`src/design/bclcp_ram.sv`:
```
// Generic single-write, single-read RAM with registered read data.
`timescale 1ns / 1ps
module bclcp_ram #(
  parameter int WIDTH = 8,
  parameter int DEPTH = 256
) (
  input  logic                     clk_i,
  input  logic                     we_i,
  input  logic [$clog2(DEPTH)-1:0] waddr_i,
  input  logic [WIDTH-1:0]         wdata_i,
  input  logic [$clog2(DEPTH)-1:0] raddr_i,
  output logic [WIDTH-1:0]         rdata_o
);

  logic [WIDTH-1:0] mem_q [DEPTH];
  logic [WIDTH-1:0] rdata_q;

  // Write port and registered read port
  always_ff @(posedge clk_i) begin
    if (we_i) begin
      mem_q[waddr_i] <= wdata_i;
    end
    rdata_q <= mem_q[raddr_i];
  end

  assign rdata_o = rdata_q;

endmodule

```
`config.mk`:
```
export PLATFORM = sky130hd
export DESIGN_NAME = bclcp_ram
export DESIGN_NICKNAME = d
export VERILOG_FILES = /design/src/design/bclcp_ram.sv
export SDC_FILE = /design/constraint.sdc
export NUM_CORES = 2
export LEC_CHECK = 0
export BUFFER_PORTS_ARGS = -buffer_cell sky130_fd_sc_hd__buf_2
export CORE_MARGIN = 2
export CORE_UTILIZATION = 67
export CTS_CLUSTER_DIAMETER = 200
export DETAILED_ROUTE_END_ITERATION = 12
export GPL_TIMING_DRIVEN = 0
export PLACE_DENSITY = 0.91
export REMOVE_ABC_BUFFERS = 1
export SETUP_SLACK_MARGIN = 0.4
export SLEW_MARGIN = 20
export SYNTH_ARGS = -nofsm -noshare
export SYNTH_HDL_FRONTEND = slang
export SYNTH_SLANG_ARGS = --single-unit
```
`constraint.sdc`:
```
create_clock -name clk_i -period 4 [get_ports clk_i]
set_input_delay 0.2 -clock clk_i [delete_from_list [all_inputs] [get_ports clk_i]]
set_output_delay 0.2 -clock clk_i [all_outputs]
set_load 0.05 [all_outputs]
```
# [Word-level counts from Yosys, hierarchy flattened]
# Memory sizes are Yosys's and may differ from the RTL's. A register that Yosys moved wholly into a read port is not among the register bits.
# Index checks and enable logic that the tools add are counted.
# W data, S select, Z words.
[word_totals] reg_bits=0 ram_bits=2048 out_inout_bits=8 wordCells=3 memories=1
[classes] muxes=2
[memory_table] memory="mem_q" depth=256 width=8 rd=1 rd_ports_with_merged_regs=1 write_ports=1 line="15" rtl="logic [WIDTH-1:0] mem_q [DEPTH];"
[ops] operator="$mux W1" count=2

# [Longest topological paths before layout]
[depth] ltp_word=2 depth_mapped=11 mapped_depth_nobuf=6

# [Worst setup path after synthesis]
# Ideal clock, no wire load.
[synth_timing] path_type="input-to-reg" from="input port raddr_i[0]" to="register rdata_q[2] (netlist: rdata_o[2]) (read register of mem_q)" setup_time_ns=0.131 t_arrival_ns=2.007 t_required_ns=3.869 path_slack_ns=1.862 path_stages=9 path_buffers=4 path_cell_list="buf_6 buf_12 buf_8 buf_2 mux4_2 a22oi_1 a21oi_1 nor4_1 nor4_2"
[synth_lines] element="start: declaration" line="11" rtl="input logic [$clog2(DEPTH)-1:0] raddr_i,"
[synth_lines] element="end: declaration" line="16" rtl="logic [WIDTH-1:0] rdata_q;"

==> flow_metrics.py <==
metrics = {
    "global_route": {
        "use_met2": 0.623,
        "grt_max_degree": 142,
        "grt.busiest_layer": "met2",
        "grt_overflow": 0,
        "grt_pass1_wl_um": 334000,
        "antenna_found_initial": 19,
        "grt_use_total": 0.398,
        "grtUsageMet1": 0.484,
        "grtUsageMet3": 0.117,
        "grt_pass1_vias": 44100,
    },
    "yosys": {
        "yosysMostFrequentCell": "edfxtp_1",
        "synth_seq_area_share": 0.775,
        "synth_top_area_cell": "edfxtp_1",
        "avgSynthCellArea_um2": 21.3,
        "synth_area_um2": 79600,
        "synth-edff-count": 2048,
        "yosys-top-cells-area": "edfxtp_1 77%, mux4_2 13%, mux2i_1 1.7%",
        "synthCells": 3733,
        "synth_top_area_frac": 0.773,
        "synth_top_cells_by_count": "2,048 x edfxtp_1, 454 x mux4_2, 282 x nor2_1",
        "ys_warn_count": 0,
        "ys_seq_elements": 2056,
        "async_reset_ff_frac": 0,
        "yosysUniqueCellTypes": 55,
        "ys.flop_type": "edfxtp_1",
    },
    "timing": {
        "skew_ns": 0.0324,
        "slew_headroom": 0.218,
        "rsz0062_at_grt": "yes",
        "fin_crit_sh": 0.946,
        "whs_ns": 0.0393,
        "finalMaxSlewViolations": 0,
        "finalSetupViolations": 0,
        "fmaxAchievable_ghz": 0.264,
        "hold_violations": 0,
        "setup_ws_ns": 0.214,
        "min_period_ns": 3.79,
        "tightest_slew_ns": 1.17,
    },
    "worst_setup_path": {
        "cp_slowest_cell": "nor2_1",
        "critPathLaunchType": "input port",
        "slowest_delay_ns": 1.11,
        "cp_max_fo": 30,
        "crit_path_cell_trace": "buf_4, clkinv_2, nor2_1, a22oi_1, a31oi_1, nor4_2, nor4_2",
        "cp.required_ns": 4.64,
        "path_class": "input port to register",
        "cpMostUsedCell": "nor4_2",
        "endpoint_kind": "register",
        "critPathArrivalTime_ns": 4.43,
    },
    "outcome": {
        "outcome": "completed",
    },
    "power": {
        "peakVddDrop_v": 0.000482,
        "finalPower_w": 0.0446,
        "power.density_nw_per_um2": 505,
        "p_leak_nw": 27.2,
    },
    "detailed_routing": {
        "wl_per_cell_um": 44.5,
        "ant_nets": 0,
        "vias": 44900,
        "viasPerCell": 8.16,
        "drt_iter0_markers": 9266,
        "finalWirelength_um": 245000,
        "drc": 0,
        "dr.pass1.iters": 8,
    },
    "clock_network": {
        "clk_pin_slew_ns": 0.07,
        "cts_sinks": 2056,
        "ctsLongestPathBuffers": 3,
        "root_buffer": "clkbuf_16",
        "clock_latency_ns": 0.83,
        "cts_buffers": 185,
        "cts_tree": "done",
        "htree_num_levels": 4,
    },
    "cells_and_area": {
        "final_core_util": 0.748,
        "drive_gt1_frac": 0.222,
        "fillers": 5551,
        "multi_input_area_um2": 16800,
        "area_delta_synth_final_pct": 10.9,
        "seq_area_um2": 61700,
        "final_net_count": 3818,
    },
    "floorplanning": {
        "rows": 126,
        "core_um2": 118000,
        "die_w_um": 349,
        "ioPinCount": 34,
        "start_util": 0.675,
        "dieHeight_um": 349,
        "die_area_um2": 122000,
    },
    "placement": {
        "place.gp.congestion": 0.826,
        "dp_hpwl_um": 121000,
        "place_ws_ns": -1.08,
        "port_buffers": 33,
    },
    "job": {
        "drv_cap": 0,
    },
    "worst_hold_path": {
        "hp-class": "input port to register",
    },
}
## layer usage
layer	vias to the layer above	wire (um)	share of wire
li1	15800	-	-
met1	21900	69700	0.28
met2	5537	114000	0.47
met3	1539	36800	0.15
met4	28	23800	0.097
met5	-	179	0.00073
## through the flow
| stage | instances | cell area (um2) | setup TNS (ns) |
|---|---|---|---|
| floorplan | 3500 | 78100 | 0 |
| global placement | 5069 | 80200 | -410.46 |
| detailed placement | 5127 | 81800 | -6.35 |
| CTS | 5480 | 88000 | 0 |
| global route | 5487 | 88200 | 0 |
| finish | 5500 | 88300 | 0 |
## final timing paths
check	from	endpoint	slack [ns]	cells past startpoint
hold reg to reg	mem_q[19][1]$_DFFE_PP_	rdata_o[1]$_DFF_P_	1.14	5
setup / recovery	raddr_i[2]	rdata_o[3]$_DFF_P_	0.21	7
setup reg to reg	mem_q[160][0]$_DFFE_PP_	rdata_o[0]$_DFF_P_	0.84	6
hold / removal	wdata_i[7]	mem_q[202][7]$_DFFE_PP_	0.04	2
## repair_timing
action	CTS	global route
hold buffers	7	0
hold endpoints to repair	363	0
setup buffers	0	3
cloned	3	1
setup endpoints to repair	8	8
gates resized for setup	5	17
## layout by cell type (no fill, tap or decap), types with 25 or more instances in the layout
cell type	instances
nand2_1	31
clkbuf_16	189
nor2_1	279
buf_16	38
clkinv_1	51
nor2b_1	28
clkinv_2	35
a21oi_1	96
o221ai_1	46
mux4_2	454
clkbuf_1	27
a22oi_1	133
nand3_1	25
mux2i_1	134
o22ai_1	28
edfxtp_1	2048
## logic make-up after synthesis
logic type | Yosys count | synth area share
flip-flops | 2056 | 0.775
multiplexers | 591 | 0.146
AND/OR/NAND/NOR | 466 | 0.0263
AO/OA/AOI/OAI | 385 | 0.0342
buffers and inverters | 235 | 0.0183
## worst max-delay path, delay by kind of cell
kind	cells	cell delay, ns
AO/OA/AOI/OAI	2	0.77
AND/OR/NAND/NOR	3	2.00
buffers and inverters	2	1.41
## flip-flops by register name (all words and copies together), names as in the netlist
signal and flops:
mem_q 2048, rdata_o 8
## power breakdown
part           internal, W  total (W)  switching [W]
Clock              0.00989     0.0183        0.00844
Sequential          0.0237     0.0238      0.0000333
Combinational     0.000777    0.00246        0.00168
## cell type report
class | count | area share
antenna | 16 | 0.000454
inverter | 2 | 0.0000992
timing repair buffer | 105 | 0.0207
sequential | 2056 | 0.699
tap | 1536 | 0.0218
clock inverter | 124 | 0.0133
clock buffer | 219 | 0.0551
multi-input combinational | 1442 | 0.190
(Power assumes the default switching activity.)
