`src/design/bclcp_pkg.sv`:
```
// Shared types and constants of the byte-coded LCP decoder.
`timescale 1ns / 1ps
package bclcp_pkg;

  // Store geometry
  localparam int MAX_ROWS    = 4096;
  localparam int ROW_W       = $clog2(MAX_ROWS);
  localparam int MAX_ANCHORS = 256;
  localparam int ANC_AW      = $clog2(MAX_ANCHORS);
  localparam int CNT_W       = ANC_AW + 1;
  localparam int GUIDE_BLOCK = 256;
  localparam int GUIDE_SHIFT = $clog2(GUIDE_BLOCK);

  // Field widths
  localparam int WORD_W  = 32;
  localparam int RATE_W  = 16;
  localparam int RCNT_W  = 13;
  localparam int BYTE_W  = 8;
  localparam int BLK_W   = WORD_W - GUIDE_SHIFT;
  localparam int CFG_IW  = 2;

  localparam logic [BYTE_W-1:0] BYTE_LIMIT = 8'd255;

  // Configuration register indexes
  typedef enum logic [CFG_IW-1:0] {
    CFG_RATE  = 2'd0,
    CFG_ROWS  = 2'd1,
    CFG_TEXT  = 2'd2
  } cfg_idx_e;

  // Item modes
  typedef enum logic [2:0] {
    MODE_WRITE   = 3'd0,
    MODE_APPEND  = 3'd1,
    MODE_EXACT   = 3'd2,
    MODE_ATLEAST = 3'd3,
    MODE_CLEAR   = 3'd4
  } mode_e;

  // Result status codes
  typedef enum logic [2:0] {
    ST_OK        = 3'd0,
    ST_ROW       = 3'd1,
    ST_NO_ANCHOR = 3'd2,
    ST_MISALIGN  = 3'd3,
    ST_BEYOND    = 3'd4,
    ST_NOCOVER   = 3'd5,
    ST_FULL      = 3'd6
  } status_e;

  // Sequencer states
  typedef enum logic [2:0] {
    S_IDLE,
    S_BYTE,
    S_MOD,
    S_SRCH,
    S_SWAIT,
    S_FETCH,
    S_VAL,
    S_RESP
  } state_e;

  // Remainder unit response
  typedef struct packed {
    logic done;
    logic zero;
  } mod_rsp_t;

endpackage

```
`src/design/bclcp_mod.sv`:
```
// Bit-serial remainder unit: tests a 32-bit word against the sampling rate.
`timescale 1ns / 1ps
module bclcp_mod
  import bclcp_pkg::*;
(
  input  logic              clk_i,
  input  logic              rst_ni,
  input  logic              start_i,
  input  logic [WORD_W-1:0] dividend_i,
  input  logic [RATE_W-1:0] divisor_i,
  output mod_rsp_t          rsp_o
);

  localparam int STEP_W = $clog2(WORD_W);

  logic              busy_q, done_q;
  logic [STEP_W-1:0] cnt_q;
  logic [WORD_W-1:0] dvd_q;
  logic [RATE_W-1:0] div_q, rem_q, rem_d;
  logic [RATE_W:0]   trial;

  // One restoring step: shift in the next dividend bit, subtract if it fits
  always_comb begin
    trial = {rem_q, dvd_q[WORD_W-1]};
    if (trial >= {1'b0, div_q}) begin
      rem_d = RATE_W'(trial - {1'b0, div_q});
    end else begin
      rem_d = trial[RATE_W-1:0];
    end
  end

  // Step control
  always_ff @(posedge clk_i or negedge rst_ni) begin
    if (!rst_ni) begin
      busy_q <= 1'b0;
      done_q <= 1'b0;
      cnt_q  <= '0;
    end else begin
      done_q <= busy_q && (cnt_q == '0);
      if (start_i) begin
        busy_q <= 1'b1;
        cnt_q  <= STEP_W'(WORD_W - 1);
      end else if (busy_q) begin
        cnt_q <= cnt_q - 1'b1;
        if (cnt_q == '0) begin
          busy_q <= 1'b0;
        end
      end
    end
  end

  // Shift datapath
  always_ff @(posedge clk_i) begin
    if (start_i) begin
      dvd_q <= dividend_i;
      div_q <= divisor_i;
      rem_q <= '0;
    end else if (busy_q) begin
      dvd_q <= {dvd_q[WORD_W-2:0], 1'b0};
      rem_q <= rem_d;
    end
  end

  assign rsp_o.done = done_q;
  assign rsp_o.zero = (rem_q == '0);

endmodule
```
`config.mk`:
```
export PLATFORM = sky130hd
export DESIGN_NAME = bclcp_mod
export DESIGN_NICKNAME = d
export VERILOG_FILES = /design/src/design/bclcp_pkg.sv /design/src/design/bclcp_mod.sv
export SDC_FILE = /design/constraint.sdc
export NUM_CORES = 1
export LEC_CHECK = 0
export BUFFER_PORTS_ARGS = -buffer_cell sky130_fd_sc_hd__buf_2
export CELL_PAD_IN_SITES_DETAIL_PLACEMENT = 0
export CELL_PAD_IN_SITES_GLOBAL_PLACEMENT = 1
export CORE_MARGIN = 5
export CORE_UTILIZATION = 30
export DETAILED_ROUTE_END_ITERATION = 10
export PLACE_DENSITY = 0.65
export SLEW_MARGIN = 20
export SYNTH_ARGS = -nofsm -noshare
export SYNTH_HDL_FRONTEND = slang
export SYNTH_SLANG_ARGS = --single-unit
```
`constraint.sdc`:
```
create_clock -name clk_i -period 4.1 [get_ports clk_i]
set_clock_uncertainty 0.2 [all_clocks]
set_input_delay 0.205 -clock clk_i [delete_from_list [all_inputs] [get_ports clk_i]]
set_output_delay 0.205 -clock clk_i [all_outputs]
set_load 0.005 [all_outputs]
```
Word level (Yosys, flattened, before mapping)
Index checks and enable logic that the tools add are counted.
{ "word_totals": {"n_memories": 0, "latchBits": 0, "rom_bits": 0, "ram_bits": 0, "ff_bits": 71} }
{ "classes": {"n_addsub": 2, "n_lt_le_gt_ge": 1, "shift": 0, "div": 0, "reduce_logical": 4, "n_bitwise": 0, "multipliers": 0, "muxes": 8, "n_eq_ne": 0} }
{ "op_table": {"columns": ["operator", "count"], "rows": [
  ["$mux 32", 2],
  ["$ge 17x16->1", 1],
  ["$logic_not 16->1", 1],
  ["$mux 16", 1],
  ["$sub 16x16->16", 1],
  ["$mux 5", 2],
  ["$logic_not 5->1", 1],
  ["$sub 5x1->5 const B", 1],
  ["$mux 1", 3],
  ["$reduce_bool 2->1", 1],
  ["$logic_and 1x1->1", 1]
]} }

Depth between registers and ports, before layout
Gate-level depths: netlist of run 1.
{ "logic_depth": {"depth_word": 4, "mapped_depth": 10} }

Worst setup path after synthesis of run 1
OpenSTA, ideal clock, no wires.
{ "synth_timing": {"kind": "reg-to-reg", "from": "register div_q[3]", "to": "register rem_q[6]", "setup_ps": 88, "t_arrival_ps": 2074, "setup_slack_ps": 1738, "period_less_slack_ps": 2362, "path_buffers": 0, "path_stages_with_launch": 8, "required_ps": 3812, "cell_sequence": "edfxtp_1 -> inv_1 -> ha_1 -> and3_4 -> nand4_4 -> o41a_4 -> a211o_1 -> a311oi_2"} }
{ "synth_between": {"elab_chain_len": 2} }
{ "synth_rtl": {"columns": ["element", "line_no", "source"], "rows": [
  ["from (decl)", "bclcp_mod.sv:19", "logic [RATE_W-1:0] div_q, rem_q, rem_d;"],
  ["from (signal assigned)", "bclcp_mod.sv:56", "div_q <= divisor_i;"],
  ["$sub 16x16->16 / $ge 17x16->1 (equally long branches)", "bclcp_mod.sv:26, bclcp_mod.sv:25", null],
  ["$mux 16 (*)", "bclcp_mod.sv:25", "if (trial >= {1'b0, div_q}) begin"],
  ["to (signal assigned)", "bclcp_mod.sv:60", "rem_q <= rem_d;"],
  ["to (decl)", "bclcp_mod.sv:19", null]
]} }
Mark *: on every way between the ends. The rest lies on a longest branch, timed or not.
A chain may end at the register's enable or synchronous reset.

Worst setup path in the final report of run 1
{ "layout_timing": {"from": "register div_q[7]", "to": "register rem_q[8]"} }
Same word-level chain as after synthesis.

==> summary.md, run 1 <==
| Metric | Value |
|---|---|
| Crit Path Category | reg2reg |
| Clock-pin slew on the worst setup and hold paths | ~0.06 ns |
| Port-buffer cells | 52 |
| Detailed Route WL | slightly above 9 mm |
| Most used DFF post-synth | edfxtp_1 |
| Pleak | approximately 2.1 nW |
| Starting Density | slightly above 30% |
| Setup TNS | 0 ns |
| DPL Wire Length | about 6.2 mm |
| Crit path max-delay family | compound AO/OA/AOI/OAI gates |
| # fillers | between 1,000 and 1,500 |
| Max-slew violations | 0 |
| Final nets | 514 |
| Gr ovfl total | 0 |
| Max clock buf depth | 2 |
| Post-cts repair resize count | 0 |
| Cts hold-fix bufs | 49 |
| RSZ-0062 raised after global routing | false |
| First-pass GRT wire length | around 16 mm |
| Outcome | finished clean |
| Total Routing Usage GR | between 10% and 20% |
| Worst Path Max Fanout | 15 |
| Slowest stage delay, CP | 0.67 ns |
| Syn. warnings | 0 |
| Crit path arrival time | between 3 and 4 ns |
| Final critical-path share of the clock period | approximately 72% |
| Layout cells sized above 1 | a little over a quarter |
| CTS Sinks | just over 70 |
| Via count | roughly 3,000 |
| Slowest CP cell | o211ai_2 |
| Placer Congestion | just over 0.8 |
| Post-Syn Instances | between 300 and 400 |
| Endpoints failing setup | 0 |
| #FFs+latches synth | between 70 and 80 |
| Core area | ~0.013 mm² |
| Final core occ | about two fifths |
| Maximum clock frequency | 0.337 GHz |
| Chip height | roughly 120 µm |
| Io pins | 53 |
| Clk_lat worst skew | ~0.34 ns |
| Final Hold Fails | 0 |
| Antenna Cells | 0 |
| Post-synthesis sequential area ratio | about half |
| CTS tree | yes |
| Slew @ Worst Pin | slightly below 1 ns |
| Syn_area_per_cell | between 10 and 15 µm² |
| Worst EP required | a little over 4 ns |
| Cell Area, Synth | between 0.003 and 0.004 mm² |
| DRT antenna net count | 0 |
| R2r setup slk | around 1.1 ns |
| DR pass1 iterations | 4 |
| Vias per cell | 4.86 |
| Number of global-route vias before repair | just over 3,000 |
| Slew Limit Headroom | between 30% and 40% |
| Cell Rows | 41 |
| Largest net degree at the start of global routing | 41 |
| Synth Net Count | 412 |
| Register area | between 0.0015 and 0.002 mm² |
| Async S/R FF share, synth | 9.86% |
| Worst Setup End Kind | flip-flop |
| Critical path buffers and inverters | 1 |
| Area Growth Syn to Fin | 31.3% |
| Post-synth cell types | 65 |
| Post-synth EDFFs | 48 |
| Hold Crit Class | in2async |
| CTS root buf | clkbuf_16 |
| Critical Path Start Type | flip-flop |
| H-Tree Level Count | 3 |
| PD cells | 513 mW/mm² |
| Initial antenna violation count | 0 |
| Die width | ~120 µm |
| Fin area | between 0.005 and 0.006 mm² |
| Inserted Clock Buffers | 9 |
| Setup repair bufs after CTS | 0 |
| Peak supply drop | around 0.24 mV |
| Placed cell area | around 0.0044 mm² |
| Final period demand of the worst path | approximately 3.0 ns |
| Die area | between 0.015 and 0.02 mm² |
| Wire length per cell | 15.0 µm |
| Initial drt markers | between 150 and 200 |
| DRC | 0 |
| Multi-input logic area | 0.00185 mm² |
| Crit path cell chain | inv_1 > ha_1 > o21ai_0 > o21bai_1 > or3_1 > o211ai_2 > a21oi_1 > a2111oi_2 |
| Max_cap viols | 0 |
[path summary, 6_finish.rpt]
check | endpoint | start | cells after the start
setup / recovery | rem_q[8] | div_q[7] | 8
hold / removal | done_q | rst_ni | 2
setup reg to reg | rem_q[8] | div_q[7] | 8
hold reg to reg | rem_q[2] | rem_q[2] | 2
max in group asynchronous | cnt_q[2] | rst_ni | 2
min in group clk_i | div_q[7] | start_i | 1
[stage by stage]
stage	setup slack [ns]	std cells	power (mW)	hold slack, ns
2_1_floorplan	1.74	342	1.59	-0.291
3_3_place_gp	1.29	556	1.82	-0.150
3_5_place_dp	1.24	556	1.83	-0.145
4_1_cts	1.21	621	2.67	0.0257
5_1_grt	0.915	621	2.82	0.0367
6_report	1.13	621	2.64	0.0321
[state kept, by name (all words and copies together) (netlist names)]
register and flops:
dvd_q 32, div_q 16, rem_q 16, cnt_q 5, busy_q 1, done_q 1
[layout by cell type (no fill, tap or decap), types with 7 or more instances in the layout]
cell	Yosys	final
mux2_2	32	32
dfxtp_1	16	16
nand2b_1	9	9
ha_1	18	18
nor2_1	21	21
nand2_1	17	17
a21oi_1	14	14
dfrtp_1	7	7
inv_1	22	22
edfxtp_1	48	48
clkbuf_16	0	9
dlygate4sd3_1	0	49
o21ai_0	11	11
buf_2	2	52
[synthesized netlist by cell type, drive strengths merged, types with 3 or more instances]
cell / n / area share, %
nand2: 18 / 1.8
and2: 5 / 0.83
nand2b: 9 / 1.4
xor2: 4 / 0.89
a21o: 6 / 1.1
nand3: 6 / 0.77
o211ai: 4 / 0.89
inv: 22 / 2.1
o31ai: 4 / 0.77
nor2: 22 / 2.2
a41oi: 4 / 0.89
xnor2: 6 / 1.3
buf: 3 / 0.45
or3: 4 / 0.64
ha: 18 / 5.7
dfrtp: 7 / 4.5
clkbuf: 9 / 0.86
o21a: 4 / 0.77
o21ai: 15 / 1.9
and3: 4 / 0.77
edfxtp: 48 / 37
nor3: 4 / 0.51
a21oi: 15 / 2.0
dfxtp: 16 / 8.2
a211oi: 3 / 0.83
a311oi: 3 / 0.83
o21bai: 3 / 0.57
o311ai: 4 / 0.89
nand4: 7 / 1.5
mux2: 32 / 9.2
nor4: 5 / 0.80
[cells by family after synthesis]
| group | count (synthesis) | share of synthesized area [%] |
|---|---|---|
| multiplexers | 32 | 9.20 |
| flip-flops | 71 | 49.4 |
| AND/OR/NAND/NOR | 94 | 13.2 |
| buffers and inverters | 34 | 3.42 |
| AO/OA/AOI/OAI | 82 | 16.3 |
| adder cells (fa/ha/maj) | 19 | 6.26 |
| XOR/XNOR | 10 | 2.23 |
[power breakdown]
part | switching, mW | leakage, nW | internal (mW) | total (mW)
Sequential | 0.0782 | 0.697 | 0.869 | 0.948
Clock | 0.314 | 0.145 | 0.474 | 0.788
Combinational | 0.490 | 1.28 | 0.414 | 0.904
Total | 0.882 | 2.12 | 1.76 | 2.64
[per-layer routing]
layer | up-vias | wire length, µm | track usage (%)
met5 | - | 0 | 0
met2 | 63 | 4330 | 20.0
li1 | 1507 | - | -
met3 | 11 | 485 | 4.50
met1 | 1438 | 4420 | 16.9
met4 | 0 | 90 | 2.77
[cell type report]
| type | count | share of cell area, % |
|---|---|---|
| Timing Repair Buffer | 103 | 14.9 |
| Inverter | 22 | 1.60 |
| Clock inverter | 6 | 1.34 |
| Tap cell | 172 | 4.18 |
| Sequential cell | 71 | 37.6 |
| Clock buffer | 10 | 4.45 |
| Multi-Input combinational cell | 237 | 35.9 |
Note: power is estimated with default switching activity, not from simulation.
==> run 2: changes to the inputs <==
--- a/config.mk
+++ b/config.mk
@@ -11,7 +11,7 @@
 export CORE_MARGIN = 5
 export CORE_UTILIZATION = 30
 export DETAILED_ROUTE_END_ITERATION = 10
-export PLACE_DENSITY = 0.65
+export PLACE_DENSITY = 0.67
 export SLEW_MARGIN = 20
 export SYNTH_ARGS = -nofsm -noshare
 export SYNTH_HDL_FRONTEND = slang
==> constraint.sdc (replaced) <==
create_clock -name clk_i -period 2.5 [get_ports clk_i]
set_clock_uncertainty 0.2 [all_clocks]
set_input_delay 0.125 -clock clk_i [delete_from_list [all_inputs] [get_ports clk_i]]
set_output_delay 0.125 -clock clk_i [all_outputs]
set_load 0.005 [all_outputs]
==> summary.md, run 2 (same netlist as run 1, synthesis figures left out) <==
| Metric | Value |
|---|---|
| Max_cap viols | 0 (unchanged) |
| Critical Path Start Type | flip-flop (unchanged) |
| Outcome | finished clean (unchanged) |
| CTS Sinks | 71 (unchanged) |
| Max clock buf depth | 2 (unchanged) |
| Via count | 3,321 (was 3,019) |
| Final critical-path share of the clock period | 98.4% (was 72.5%) |
| Hold Crit Class | in2reg (was in2async) |
| Area Growth Syn to Fin | 47.8% (was 31.3%) |
| RSZ-0062 raised after global routing | true (was false) |
| First-pass GRT wire length | 16.9 mm (was 15.9 mm) |
| Gr ovfl total | 0 (unchanged) |
| Slew @ Worst Pin | 0.602 ns (was 0.986 ns) |
| Crit Path Category | reg2reg (unchanged) |
| Placer Congestion | 0.818 (was 0.817) |
| Clock share of power | 26.2% (was 29.9%) |
| Worst EP required | 2.55 ns (was 4.14 ns) |
| Final Hold Fails | 0 (unchanged) |
| Final core occ | 45.5% (was 40.5%) |
| Endpoints failing setup | 0 (unchanged) |
| Power, Total | 4.95 mW (was 2.64 mW) |
| Net Sw Power | 1.64 mW (was 0.882 mW) |
| Max FFs per register | 32 (unchanged) |
| # fillers | 1,226 (was 1,256) |
| Detailed Route WL | 10.3 mm (was 9.32 mm) |
| Final nets | 572 (was 514) |
| Worst Setup End Kind | flip-flop (unchanged) |
| Peak supply drop | 0.380 mV (was 0.243 mV) |
| Setup TNS | 0 ns (unchanged) |
| Inserted Clock Buffers | 9 (unchanged) |
| Initial antenna violation count | 0 (unchanged) |
| Commonest non-fill, non-tap cell in the layout | buf_4 (was buf_2) |
| CTS root buf | clkbuf_16 (unchanged) |
| Fin area | 0.00579 mm² (was 0.00515 mm²) |
| Antenna Cells | 0 (unchanged) |
| Sw frac | 33.2% (was 33.4%) |
| Die area | 0.0154 mm² (unchanged) |
| Wire length per cell | 15.1 µm (was 15.0 µm) |
| Initial drt markers | 157 (was 173) |
| Combinational Power Share | 42.8% (was 34.2%) |
| Vias per cell | 4.89 (was 4.86) |
| DRC | 0 (unchanged) |
| Number of global-route vias before repair | 3,470 (was 3,076) |
| Max-slew violations | 0 (unchanged) |
| DPL Wire Length | 7.22 mm (was 6.19 mm) |
| Starting Density | 30.8% (unchanged) |
| Maximum clock frequency | 0.407 GHz (was 0.337 GHz) |
| DR pass1 iterations | 4 (unchanged) |
| Crit path arrival time | 2.51 ns (was 3.01 ns) |
| Core area | 0.0127 mm² (unchanged) |
| Pleak | 2.44 nW (was 2.12 nW) |
| DRT antenna net count | 0 (unchanged) |
| Io pins | 53 (unchanged) |
| Depth of the most critical reg-to-reg path | 9 (was 8) |
| Most flops, register | dvd_q (unchanged) |
| Worst Path Max Fanout | 8 (was 15) |
| Slew Limit Headroom | 59.9% (was 34.1%) |
| Worst Hold Depth | 3 |
| Internal power | 3.30 mW (was 1.76 mW) |
| Largest registers | dvd_q (32), div_q (16), rem_q (16) (unchanged) |
| Die width | 124 µm (unchanged) |
| Layout cells sized above 1 | 40.0% (was 26.3%) |
| Port-buffer cells | 52 (unchanged) |
| Placed cell area | 0.00476 mm² (was 0.00436 mm²) |
| Clk_lat worst skew | 0.34 ns (about the same) |
| Final period demand of the worst path | 2.46 ns (was 2.97 ns) |
| Cell Rows | 41 (unchanged) |
| Seq pwr share | 31.0% (was 35.9%) |
| Most frequent cells in the layout | 57 x buf_4, 52 x buf_2, 50 x dlygate4sd3_1 (was 52 x buf_2, 49 x dlygate4sd3_1, 48 x edfxtp_1) |
| PD cells | 854 mW/mm² (was 513 mW/mm²) |
| Total Routing Usage GR | 13.3% (was 12.7%) |
| Chip height | 124 µm (unchanged) |
| R2r setup slk | 0.04 ns (was 1.13 ns) |
| H-Tree Level Count | 3 (unchanged) |
| Clock-pin slew on the worst setup and hold paths | 0.06 ns (about the same) |
| Largest net degree at the start of global routing | 50 (was 41) |
| CTS tree | yes (unchanged) |
-- run 2: cell count changes in the layout (fill, tap and decap cells not counted), moves of 3 or more --
cell,delta
o21ai_2,+3
ha_1,-6
ha_4,+5
buf_4,+55
nand3_2,+3
o21ai_0,-3
nand3_1,-3
-- run 2: routing by layer --
metal	global-route usage (%)	routed length [µm]
met1	17.5	4680
met2	21.2	4790
met3	3.90	597
met4	4.32	190
met5	0	0
-- run 2: final cells by class --
type / count / area, µm² / share of cell area, %
Multi-Input combinational cell: 237 / 2050 / 35.4
Clock buffer: 9 / 225 / 3.89
Timing Repair Buffer: 161 / 1210 / 20.9
Tap cell: 172 / 215 / 3.72
Sequential cell: 71 / 1940 / 33.4
Clock inverter: 7 / 71.3 / 1.23
Inverter: 22 / 82.6 / 1.43
-- run 2: power by group through the flow --
stage | sequential [mW] | combinational [mW] | clock [mW]
after floorplan | 1.53 | 1.07 | 0
after global placement | 1.54 | 1.83 | 0
after detailed placement | 1.54 | 1.83 | 0
after CTS | 1.52 | 1.96 | 1.33
after global routing | 1.55 | 2.33 | 1.38
final | 1.53 | 2.12 | 1.29
-- run 2: final timing paths --
| check | from | to |
|---|---|---|
| max reg2reg | div_q[6] | rem_q[3] |
| min | start_i | dvd_q[10] |
| min reg2reg | cnt_q[4] | cnt_q[4] |
| max in group asynchronous | rst_ni | cnt_q[1] |
| min in group asynchronous | rst_ni | cnt_q[4] |
| max | div_q[6] | rem_q[3] |
-- run 2: what timing repair did --
item / 4_1_cts / 5_1_grt
buffers inserted: 2 / 2
setup endpoints to repair: 4 / 16
gates resized for setup: 8 / 35
pin swaps: 4 / 15
endpoints found under the hold margin: 55 / 0
hold buffers: 50 / 0
-- run 2: stage by stage --
stage,setup WS (ns),hold slack [ns],std cells
after CTS,-0.0280,0.0893,677
after global placement,-0.00894,-0.232,609
after detailed placement,-0.0440,-0.230,609
final,0.0403,0.0662,679
after floorplan,0.138,-0.371,342
after global routing,-0.0759,0.131,679
-- run 2: worst max-delay path, stage by stage, from the launching register on --
cell and delay [ns]:
edfxtp_1 0.38, inv_2 0.08, ha_4 0.20, a211oi_4 0.23, o21bai_1 0.13, or3_4 0.41, o211ai_4 0.22, buf_6 0.17
nand3_2 0.07, a311oi_2 0.28
